**src/sv/hbs_pkg.sv**
```systemverilog
// hbs_pkg: shared types, constants and codes of the heartbeat supervisor
// used by heartbeat_supervisor and hbs_ram users; no dependencies
package hbs_pkg;

    // node table size and derived widths
    localparam int NUM_NODES = 32;
    localparam int NODE_W    = (NUM_NODES > 1) ? $clog2(NUM_NODES) : 1;
    localparam int ID_W      = 7;
    localparam int STATE_W   = 8;
    localparam int MS_W      = 16;
    localparam int IVAL_W    = 17;
    localparam int MASTER_W  = 18;
    localparam int ALU_W     = 19;
    localparam int CODE_W    = 32;
    localparam int RAM_W     = MS_W + STATE_W;

    // configuration port
    localparam int CFG_IDX_W  = 2;
    localparam int CFG_DATA_W = 16;
    localparam logic [CFG_IDX_W-1:0] CFG_MASTER_INTERVAL = 2'd0;
    localparam logic [CFG_IDX_W-1:0] CFG_ALIVE_THRESHOLD = 2'd1;
    localparam logic [CFG_IDX_W-1:0] CFG_INHIBIT_MASTER  = 2'd2;

    localparam logic [MS_W-1:0]     RST_MASTER_INTERVAL = 16'd250;
    localparam logic [MS_W-1:0]     RST_ALIVE_THRESHOLD = 16'd1000;
    localparam logic [MASTER_W-1:0] MASTER_MAX          = 18'h3ffff;

    // input commands
    typedef enum logic [1:0] {
        CMD_TICK      = 2'd0,
        CMD_HEARTBEAT = 2'd1,
        CMD_ISSUE     = 2'd2,
        CMD_RESPONSE  = 2'd3
    } t_cmd;

    // result event codes
    typedef enum logic [2:0] {
        EV_STATE_CHANGE = 3'd0,
        EV_NODE_TIMEOUT = 3'd1,
        EV_HB_SEEN      = 3'd2,
        EV_MASTER_DUE   = 3'd3,
        EV_REQ_DONE     = 3'd4,
        EV_REQ_TIMEOUT  = 3'd5
    } t_event;

    // sequencer states
    typedef enum logic [3:0] {
        S_IDLE,
        S_MADD,
        S_RD,
        S_NODE,
        S_MCMP,
        S_REQ,
        S_HB_RD,
        S_HB_EVAL,
        S_HB_SEEN,
        S_RESP,
        S_FLUSH
    } t_state;

    // one result item
    typedef struct packed {
        t_event              evt;
        logic [ID_W-1:0]     node;
        logic [STATE_W-1:0]  st;
        logic [IVAL_W-1:0]   ival;
        logic [CODE_W-1:0]   code;
    } t_result;

endpackage

```
**src/sv/hbs_ram.sv**
```systemverilog
// hbs_ram: generic simple dual-port ram, one write and one registered read
// no dependencies
module hbs_ram #(
    parameter int WIDTH = 8,
    parameter int DEPTH = 16,
    parameter int AW    = (DEPTH > 1) ? $clog2(DEPTH) : 1
) (
    input  logic             i_clk,
    input  logic             i_we,
    input  logic [AW-1:0]    i_waddr,
    input  logic [WIDTH-1:0] i_wdata,
    input  logic             i_re,
    input  logic [AW-1:0]    i_raddr,
    output logic [WIDTH-1:0] o_rdata
);

    logic [WIDTH-1:0] r_mem [DEPTH];
    logic [WIDTH-1:0] r_rdata;

    // write port
    always_ff @(posedge i_clk) begin
        if (i_we) begin
            r_mem[i_waddr] <= i_wdata;
        end
    end

    // registered read, held while not enabled
    always_ff @(posedge i_clk) begin
        if (i_re) begin
            r_rdata <= r_mem[i_raddr];
        end
    end

    assign o_rdata = r_rdata;

endmodule

```
**src/sv/heartbeat_supervisor.sv**
```systemverilog
// heartbeat_supervisor: per-node heartbeat consumer, master heartbeat timer
// and one pending request timeout. Uses hbs_pkg and hbs_ram.
// Sequence: a tick walks the node table through the shared add/sub unit, a
// ram read then an update per node, then master check, request ageing and
// flush; a heartbeat reads, evaluates, reports and flushes; a matching
// response reports and flushes; an issue is stored; output stalls hold these.
// Throughput: one item at a time; ready only while idle. Reset (synchronous,
// active low) clears node valid bits at once, so no clearing pass is needed.
module heartbeat_supervisor (
    input  logic                            i_clk,
    input  logic                            i_rst_n,
    // configuration
    input  logic                            i_cfg_we,
    input  logic [hbs_pkg::CFG_IDX_W-1:0]   i_cfg_idx,
    input  logic [hbs_pkg::CFG_DATA_W-1:0]  i_cfg_data,
    // input items
    input  logic                            i_in_valid,
    output logic                            o_in_ready,
    input  logic [1:0]                      i_command,
    input  logic [15:0]                     i_elapsed_ms,
    input  logic [6:0]                      i_node_id,
    input  logic [7:0]                      i_node_state,
    input  logic [15:0]                     i_object_index,
    input  logic [7:0]                      i_object_subindex,
    input  logic                            i_is_write,
    input  logic [15:0]                     i_time_to_live_ms,
    input  logic [31:0]                     i_abort_code,
    // result items
    output logic                            o_out_valid,
    input  logic                            i_out_ready,
    output logic [2:0]                      o_event_res,
    output logic [6:0]                      o_event_node,
    output logic [7:0]                      o_event_state,
    output logic [16:0]                     o_measured_interval_ms,
    output logic [31:0]                     o_result_code,
    output logic                            o_last
);
    import hbs_pkg::*;

    t_state r_state, n_state;

    // configuration registers
    logic [MS_W-1:0] r_interval, r_threshold;
    logic            r_inhibit;

    // captured item
    logic [MS_W-1:0]    r_elapsed;
    logic [ID_W-1:0]    r_node;
    logic [STATE_W-1:0] r_nstate;
    logic [15:0]        r_oidx;
    logic [7:0]         r_osub;
    logic               r_wr;
    logic [CODE_W-1:0]  r_abt;

    // pending request
    logic               r_req_pend;
    logic [ID_W-1:0]    r_req_node;
    logic [15:0]        r_req_idx;
    logic [7:0]         r_req_sub;
    logic               r_req_wr;
    logic [MS_W-1:0]    r_req_ttl, n_ttl;

    logic [MASTER_W-1:0] r_master, n_master;
    logic                r_alive [NUM_NODES];
    logic [NODE_W-1:0]   r_idx;

    // result staging: one held result plus the output register
    logic    r_pend_valid, r_out_valid, r_out_last;
    t_result r_pend, r_out;

    // node table ram
    logic               ram_re, ram_we;
    logic [NODE_W-1:0]  ram_raddr;
    logic [RAM_W-1:0]   ram_wdata, ram_rdata;
    logic [MS_W-1:0]    rd_timer;
    logic [STATE_W-1:0] rd_state;

    // shared add/sub unit
    logic [ALU_W-1:0] alu_a, alu_b, alu_res;
    logic             alu_sub, alu_zero;

    // sequencer control
    logic    in_acc, out_acc, out_free, can_push;
    logic    push, step_ok, flush_go;
    logic    alive_clr, alive_set, req_clr;
    logic    idx_last, node_ok, resp_match;
    t_result push_res;

    assign in_acc     = i_in_valid && o_in_ready;
    assign out_acc    = r_out_valid && i_out_ready;
    assign out_free   = !r_out_valid || i_out_ready;
    assign can_push   = !r_pend_valid || out_free;
    assign o_in_ready = (r_state == S_IDLE);

    assign idx_last   = (r_idx == NODE_W'(NUM_NODES - 1));
    assign node_ok    = (r_node < ID_W'(NUM_NODES));
    assign resp_match = r_req_pend && (r_req_node == r_node) && (r_req_idx == r_oidx)
                        && (r_req_sub == r_osub) && (r_req_wr == r_wr);

    assign rd_timer = ram_rdata[RAM_W-1:STATE_W];
    assign rd_state = ram_rdata[STATE_W-1:0];

    assign alu_res  = alu_a + (alu_b ^ {ALU_W{alu_sub}}) + {{(ALU_W-1){1'b0}}, alu_sub};
    assign alu_zero = (alu_res == '0);

    hbs_ram #(
        .WIDTH (RAM_W),
        .DEPTH (NUM_NODES)
    ) u_node_ram (
        .i_clk   (i_clk),
        .i_we    (ram_we),
        .i_waddr (r_idx),
        .i_wdata (ram_wdata),
        .i_re    (ram_re),
        .i_raddr (ram_raddr),
        .o_rdata (ram_rdata)
    );

    // next state
    always_comb begin
        n_state = r_state;
        case (r_state)
            S_IDLE: begin
                if (in_acc) begin
                    case (t_cmd'(i_command))
                        CMD_TICK:      n_state = S_MADD;
                        CMD_HEARTBEAT: n_state = S_HB_RD;
                        CMD_RESPONSE:  n_state = S_RESP;
                        default:       n_state = S_IDLE;
                    endcase
                end
            end
            S_MADD:    n_state = S_RD;
            S_RD:      n_state = S_NODE;
            S_NODE: begin
                if (step_ok) begin
                    n_state = idx_last ? S_MCMP : S_RD;
                end
            end
            S_MCMP:    if (step_ok) n_state = S_REQ;
            S_REQ:     if (step_ok) n_state = S_FLUSH;
            S_HB_RD:   n_state = node_ok ? S_HB_EVAL : S_IDLE;
            S_HB_EVAL: if (step_ok) n_state = S_HB_SEEN;
            S_HB_SEEN: if (step_ok) n_state = S_FLUSH;
            S_RESP:    n_state = (resp_match && step_ok) ? S_FLUSH :
                                 (resp_match ? S_RESP : S_IDLE);
            S_FLUSH:   if (step_ok) n_state = S_IDLE;
            default:   n_state = S_IDLE;
        endcase
    end

    // datapath control and result generation
    always_comb begin
        alu_a     = '0;
        alu_b     = '0;
        alu_sub   = 1'b0;
        ram_re    = 1'b0;
        ram_we    = 1'b0;
        ram_raddr = r_idx;
        ram_wdata = ram_rdata;
        push      = 1'b0;
        push_res  = '0;
        step_ok   = 1'b1;
        flush_go  = 1'b0;
        alive_clr = 1'b0;
        alive_set = 1'b0;
        req_clr   = 1'b0;
        n_master  = r_master;
        n_ttl     = r_req_ttl;
        case (r_state)
            // master timer accumulates, saturating
            S_MADD: begin
                alu_a    = {1'b0, r_master};
                alu_b    = {3'b0, r_elapsed};
                n_master = alu_res[ALU_W-1] ? MASTER_MAX : alu_res[MASTER_W-1:0];
            end
            S_RD: begin
                ram_re = 1'b1;
            end
            // age one node, report if it runs out
            S_NODE: begin
                if (r_alive[r_idx]) begin
                    alu_a   = {3'b0, rd_timer};
                    alu_b   = {3'b0, r_elapsed};
                    alu_sub = 1'b1;
                    if (alu_res[ALU_W-1] || alu_zero) begin
                        push          = 1'b1;
                        push_res.evt  = EV_NODE_TIMEOUT;
                        push_res.node = ID_W'(r_idx);
                        step_ok       = can_push;
                        alive_clr     = can_push;
                    end else begin
                        ram_we    = 1'b1;
                        ram_wdata = {alu_res[MS_W-1:0], rd_state};
                    end
                end
            end
            // master heartbeat due check
            S_MCMP: begin
                alu_a   = {1'b0, r_master};
                alu_b   = {3'b0, r_interval};
                alu_sub = 1'b1;
                if (!alu_res[ALU_W-1]) begin
                    if (!r_inhibit) begin
                        push         = 1'b1;
                        push_res.evt = EV_MASTER_DUE;
                        step_ok      = can_push;
                    end
                    if (step_ok) begin
                        n_master = alu_res[MASTER_W-1:0];
                    end
                end
            end
            // pending request ageing
            S_REQ: begin
                if (r_req_pend) begin
                    alu_a   = {3'b0, r_req_ttl};
                    alu_b   = {3'b0, r_elapsed};
                    alu_sub = 1'b1;
                    if (alu_res[ALU_W-1] || alu_zero) begin
                        push          = 1'b1;
                        push_res.evt  = EV_REQ_TIMEOUT;
                        push_res.node = r_req_node;
                        step_ok       = can_push;
                        if (can_push) begin
                            n_ttl   = '0;
                            req_clr = 1'b1;
                        end
                    end else begin
                        n_ttl = alu_res[MS_W-1:0];
                    end
                end
            end
            S_HB_RD: begin
                ram_re    = 1'b1;
                ram_raddr = r_node[NODE_W-1:0];
            end
            // state change when inactive or a new state byte
            S_HB_EVAL: begin
                if (!r_alive[r_idx] || (rd_state != r_nstate)) begin
                    push          = 1'b1;
                    push_res.evt  = EV_STATE_CHANGE;
                    push_res.node = r_node;
                    push_res.st   = r_nstate;
                    step_ok       = can_push;
                end
            end
            // measured interval, then re-arm the node
            S_HB_SEEN: begin
                alu_a   = {3'b0, r_threshold};
                alu_b   = r_alive[r_idx] ? {3'b0, rd_timer} : {ALU_W{1'b1}};
                alu_sub = 1'b1;
                push          = 1'b1;
                push_res.evt  = EV_HB_SEEN;
                push_res.node = r_node;
                push_res.st   = r_nstate;
                push_res.ival = alu_res[ALU_W-1] ? '0 : alu_res[IVAL_W-1:0];
                step_ok       = can_push;
                if (can_push) begin
                    ram_we    = 1'b1;
                    ram_wdata = {r_threshold, r_nstate};
                    alive_set = 1'b1;
                end
            end
            S_RESP: begin
                if (resp_match) begin
                    push          = 1'b1;
                    push_res.evt  = EV_REQ_DONE;
                    push_res.node = r_node;
                    push_res.code = r_abt;
                    step_ok       = can_push;
                    req_clr       = can_push;
                end
            end
            // release the held result as the last one
            S_FLUSH: begin
                flush_go = r_pend_valid && out_free;
                step_ok  = !r_pend_valid || out_free;
            end
            default: begin
                step_ok = 1'b1;
            end
        endcase
    end

    // control registers
    always_ff @(posedge i_clk) begin
        if (!i_rst_n) begin
            r_state      <= S_IDLE;
            r_interval   <= RST_MASTER_INTERVAL;
            r_threshold  <= RST_ALIVE_THRESHOLD;
            r_inhibit    <= 1'b0;
            r_master     <= '0;
            r_req_pend   <= 1'b0;
            r_req_node   <= '0;
            r_req_idx    <= '0;
            r_req_sub    <= '0;
            r_req_wr     <= 1'b0;
            r_req_ttl    <= '0;
            r_idx        <= '0;
            r_pend_valid <= 1'b0;
            r_out_valid  <= 1'b0;
            for (int i = 0; i < NUM_NODES; i++) begin
                r_alive[i] <= 1'b0;
            end
        end else begin
            r_state  <= n_state;
            r_master <= n_master;

            // configuration writes
            if (i_cfg_we) begin
                case (i_cfg_idx)
                    CFG_MASTER_INTERVAL: r_interval  <= i_cfg_data;
                    CFG_ALIVE_THRESHOLD: r_threshold <= i_cfg_data;
                    CFG_INHIBIT_MASTER:  r_inhibit   <= i_cfg_data[0];
                    default:             r_inhibit   <= r_inhibit;
                endcase
            end

            // request store
            if (in_acc && (t_cmd'(i_command) == CMD_ISSUE)) begin
                r_req_pend <= 1'b1;
                r_req_node <= i_node_id;
                r_req_idx  <= i_object_index;
                r_req_sub  <= i_object_subindex;
                r_req_wr   <= i_is_write;
                r_req_ttl  <= i_time_to_live_ms;
            end else begin
                r_req_ttl <= n_ttl;
                if (req_clr) begin
                    r_req_pend <= 1'b0;
                end
            end

            // node walk index
            if (r_state == S_MADD) begin
                r_idx <= '0;
            end else if (r_state == S_NODE && step_ok && !idx_last) begin
                r_idx <= r_idx + 1'b1;
            end else if (r_state == S_HB_RD) begin
                r_idx <= r_node[NODE_W-1:0];
            end

            // node valid bits
            if (alive_clr) begin
                r_alive[r_idx] <= 1'b0;
            end else if (alive_set) begin
                r_alive[r_idx] <= 1'b1;
            end

            // result staging valids
            if (push && can_push) begin
                r_pend_valid <= 1'b1;
                if (r_pend_valid) begin
                    r_out_valid <= 1'b1;
                end else if (out_acc) begin
                    r_out_valid <= 1'b0;
                end
            end else if (flush_go) begin
                r_pend_valid <= 1'b0;
                r_out_valid  <= 1'b1;
            end else if (out_acc) begin
                r_out_valid <= 1'b0;
            end
        end
    end

    // payload registers
    always_ff @(posedge i_clk) begin
        if (in_acc) begin
            r_elapsed <= i_elapsed_ms;
            r_node    <= i_node_id;
            r_nstate  <= i_node_state;
            r_oidx    <= i_object_index;
            r_osub    <= i_object_subindex;
            r_wr      <= i_is_write;
            r_abt     <= i_abort_code;
        end
        if (push && can_push) begin
            r_pend <= push_res;
            if (r_pend_valid) begin
                r_out      <= r_pend;
                r_out_last <= 1'b0;
            end
        end else if (flush_go) begin
            r_out      <= r_pend;
            r_out_last <= 1'b1;
        end
    end

    // outputs
    assign o_out_valid            = r_out_valid;
    assign o_event_res            = r_out.evt;
    assign o_event_node           = r_out.node;
    assign o_event_state          = r_out.st;
    assign o_measured_interval_ms = r_out.ival;
    assign o_result_code          = r_out.code;
    assign o_last                 = r_out_last;

    // a command with work keeps the block busy on the next cycle
    assert property (@(posedge i_clk) disable iff (!i_rst_n)
        (in_acc && (t_cmd'(i_command) != CMD_ISSUE)) |=> !o_in_ready)
        else $error("block ready right after taking a tick, heartbeat or response");

    // nothing may be held back once the sequencer is idle
    assert property (@(posedge i_clk) disable iff (!i_rst_n)
        o_in_ready |-> !r_pend_valid)
        else $error("result still held while idle");

    // after the last node a tick sequence hands over to the master check
    assert property (@(posedge i_clk) disable iff (!i_rst_n)
        (r_state == S_NODE && step_ok && idx_last) |=> (r_state == S_MCMP))
        else $error("node walk did not hand over to the master check");

    // last flag only set by the flush of a held result
    assert property (@(posedge i_clk) disable iff (!i_rst_n)
        flush_go |=> (o_out_valid && o_last))
        else $error("flushed result not marked last");

endmodule
```
**config.mk**
```make
export PLATFORM = sky130hd
export DESIGN_NAME = heartbeat_supervisor
export DESIGN_NICKNAME = d
export VERILOG_FILES = /design/src/sv/hbs_pkg.sv /design/src/sv/hbs_ram.sv /design/src/sv/heartbeat_supervisor.sv
export SDC_FILE = /design/constraint.sdc
export NUM_CORES = 2
export LEC_CHECK = 0
export BUFFER_PORTS_ARGS = -buffer_cell sky130_fd_sc_hd__buf_2
export CAP_MARGIN = 20
export CORE_MARGIN = 5
export CORE_UTILIZATION = 66
export DETAILED_ROUTE_END_ITERATION = 10
export HOLD_SLACK_MARGIN = 0.08
export PLACE_DENSITY = 0.85
export SKIP_LAST_GASP = 1
export SLEW_MARGIN = 20
export SYNTH_ARGS = -nofsm -noshare
export SYNTH_HDL_FRONTEND = slang
export SYNTH_SLANG_ARGS = --single-unit
```
**constraint.sdc**
```tcl
create_clock -name i_clk -period 16.8 [get_ports i_clk]
set_input_delay 1.68 -clock i_clk [delete_from_list [all_inputs] [get_ports i_clk]]
set_output_delay 1.68 -clock i_clk [all_outputs]
set_load 0.01 [all_outputs]
```
==> metrics.yaml <==
regToRegStartpoint: "r_idx[1]$_SDFF_PP0_"
finalInstanceArea_um2: 52900
drtIter0Drc: 4377
grt_pass1_wl_um: 195000
synth_area_um2: 47100
rrSetupSlack_ns: 7.24
slew_headroom_pct: 22.7
critPathKind: "reg2reg"
ir_worst_vdd_v: 0.000140
synth-seq-area-share_pct: 70.9
via_per_inst: 6.98
tritoncts: "done"
num-fill-cells: 4049
p_per_area_nw_per_um2: 144
critical_path_required_ns: 17.21
cts_sinks: 1158
max_stage_delay_ns: 0.96
cp-start-kind: "flop"
numCtsBuffers: 109
firstDrtPassIters: 8
hold-path-endpoint: "o_event_node[1]$_DFFE_PP_"
syn_inst: 3064
final_cell_mix: "edfxtp_1, nand2_1, buf_2"
ctsHoldBuffers: 0
fp-row-count: 98
grt-ovfl-total: 0
register_area_um2: 33300
drive_gt1_share_pct: 22.5
vias: 30100
hold_ws_ns: 0.404
rr_endpoint: "u_node_ram.r_mem[9][6]$_DFFE_PP_"
rr_worst_depth: 23
final.setup_skew_ns: 0.0529
path_max_fanout: 24
worst_pin_slew_ns: 1.16
post_cts_resized: 0
final_common_cell: "edfxtp_1"
arrival_ns: 9.97
yosys-top-cells-area: "edfxtp_1, mux4_2, dfxtp_1"
clk_latency_ns: 0.70
finalCriticalPeriod_ns: 9.56
grtUsageTotal_pct: 33.8
syn_area_per_cell_um2: 15.4
synth_cell_type_count: 97
die-area_um2: 76700
final_nets: 3418
cts_buffer_depth: 3
syn_to_final_growth_pct: 12.4
synth_edf_count: 1015
core_area_um2: 71100
yosys_register_bits: 1158
place_inst: 4101
htreeDepth: 3
max_cap_violations: 0
crit_top_cell: "buf_4"
drc: 0
cts_root_buffer: "clkbuf_16"
grt_pass1_vias: 30000
yosysWarnings: 0
synth_async_sr_flop_share_pct: 0
post-dp-hpwl_um: 79900
num_io_pins: 199
initial_core_util_pct: 66.2
gp_congestion: 0.938
max_freq_mhz: 105
io_buffers: 198
crit_chain: "mux4_2 > a32o_1 > and4b_1 > a21oi_2 > buf_4 > nor4_4 > o21ai_1 > mux2i_1 > ha_1 > nor2b_1 > o31a_1 > o21ai_1 > a21oi_1 > or3_1 > a2111oi_0 > nor4b_1 > nand3_1 > nand4bb_1 > a31oi_1 > buf_4 > nand2b_1 > nor2_2 > buf_4"
fin_crit_sh_pct: 56.9
hp-start: "r_pend[58]$_DFFE_PP_"
final_cells: 4316
fin_tns_setup_ns: 0
slew_violations: 0
synth_ff_type: "edfxtp_1"
synth_top_area_cell: "edfxtp_1"
multi_input_area_um2: 13200
synth_top_area_share_pct: 64.8
crit_family: "simple AND/OR/NAND/NOR gates"
grt_max_degree: 123
syn_nets: 3219
slowest_stage: "nor4_4"
hold_path_depth: 0
path_buf_inv: 3
setup_violations: 0
cts_setup_buffers: 0
die_h_um: 277
wl_um: 133000
place_area_um2: 49300
ant_nets: 0
min_path_type: "reg2reg"
chipWidth_um: 277
p_leak_nw: 18.1
clk_pin_slew_worst_paths_ns: 0.06
wire_per_inst_um: 30.8
antenna_found_initial: 13
rsz0062_at_grt: "false"
end_kind: "flop"
outcome: "finished, final reports clean"
hold_viol: 0
sequential cells by signal (all words and copies together), names as in the netlist, 17 cells and up:
register / flops
r_abt: 32
r_alive: 32
r_master: 18
u_node_ram.o_rdata: 24
o_result_code: 32
u_node_ram.r_mem: 768
o_measured_interval_ms: 17
r_pend: 67
cells in the mapped netlist (17+ instances only):
cell and instances:
or2_2 22, o21ai_1 23, dfxtp_1 143, a21oi_1 144
a211oi_1 17, edfxtp_1 1015, nor3_1 23, and2_1 46
xor2_1 37, nand2_1 470, clkbuf_1 127, mux4_2 197
nand3_1 187, buf_1 34, nor2_1 130, ha_1 25
o21ai_0 47, inv_1 17, o31ai_1 17, xnor2_1 28
mux2i_1 24
worst register-to-register path: stages, from the launching register on:
cell	delay, ns
dfxtp_1	0.87
mux4_2	0.61
a32o_1	0.27
and4b_1	0.29
a21oi_2	0.07
buf_4	0.24
nor4_4	0.98
o21ai_1	0.60
mux2i_1	0.29
ha_1	0.31
nor2b_1	0.17
o31a_1	0.29
o21ai_1	0.26
a21oi_1	0.16
or3_1	0.34
a2111oi_0	0.68
nor4b_1	0.53
nand3_1	0.14
nand4bb_1	0.41
a31oi_1	0.30
buf_4	0.32
nand2b_1	0.66
nor2_2	0.21
buf_4	0.30
cells by family (layout without fill, tap and decap cells):
family	count (synthesis)	count (layout)	synth area share [%]
muxes	223	223	9.99
AOI/OAI and AO/OA	404	404	5.85
other	0	9	0
xor gates and xnor gates	66	66	1.24
buffers and inverters	197	490	1.65
and+or+nand+nor	990	990	9.70
DFF	1158	1158	70.9
adders and majority gates	26	26	0.707
worst max-delay path by stage:
stage	from	to	slack [ns]	cells after the start
after floorplan	r_idx[1]$_SDFF_PP0_	o_event_node[0]$_DFFE_PP_	7.35	24
after global placement	r_idx[1]$_SDFF_PP0_	u_node_ram.r_mem[30][17]$_DFFE_PP_	7.48	22
after detailed placement	r_idx[1]$_SDFF_PP0_	u_node_ram.r_mem[29][10]$_DFFE_PP_	7.11	20
after CTS	r_idx[1]$_SDFF_PP0_	u_node_ram.r_mem[15][11]$_DFFE_PP_	7.14	21
after global routing	r_idx[1]$_SDFF_PP0_	u_node_ram.r_mem[13][21]$_DFFE_PP_	6.82	20
final	r_idx[1]$_SDFF_PP0_	u_node_ram.r_mem[9][6]$_DFFE_PP_	7.24	23
final cells by class:
type	instances	area share, %
multi-input combinational	1709	25.0
sequential	1158	63.0
clock buffer	137	5.51
antenna	9	0.0426
timing repair buffer	267	2.96
tap	950	2.25
clock inverter	68	1.08
inverter	18	0.130
power breakdown:
part	switching [mW]	internal, mW	total, mW
Combinational	1.15	0.504	1.66
Clock	1.09	1.32	2.40
Sequential	0.106	3.46	3.57
routing by layer:
layer  track usage (%)  wire (um)  vias up  share of wire [%]
met5                 0         41        -              0.031
met3              6.04      13100      495                9.9
li1                  -          -    12200                  -
met4              13.9       6960        6                5.2
met2              57.6      67100     2386                 50
met1              44.0      45800    15000                 34
per-stage QoR:
stage | setup WS [ns] | total power, mW | utilization (%)
floorplan | 7.35 | 4.58 | -
global placement | 7.48 | 5.15 | 69.3
detailed placement | 7.11 | 5.21 | 69.4
CTS | 7.14 | 7.60 | 74.3
global route | 6.82 | 7.88 | 74.4
finish | 7.24 | 7.63 | 74.4
(Power assumes the default switching activity.)
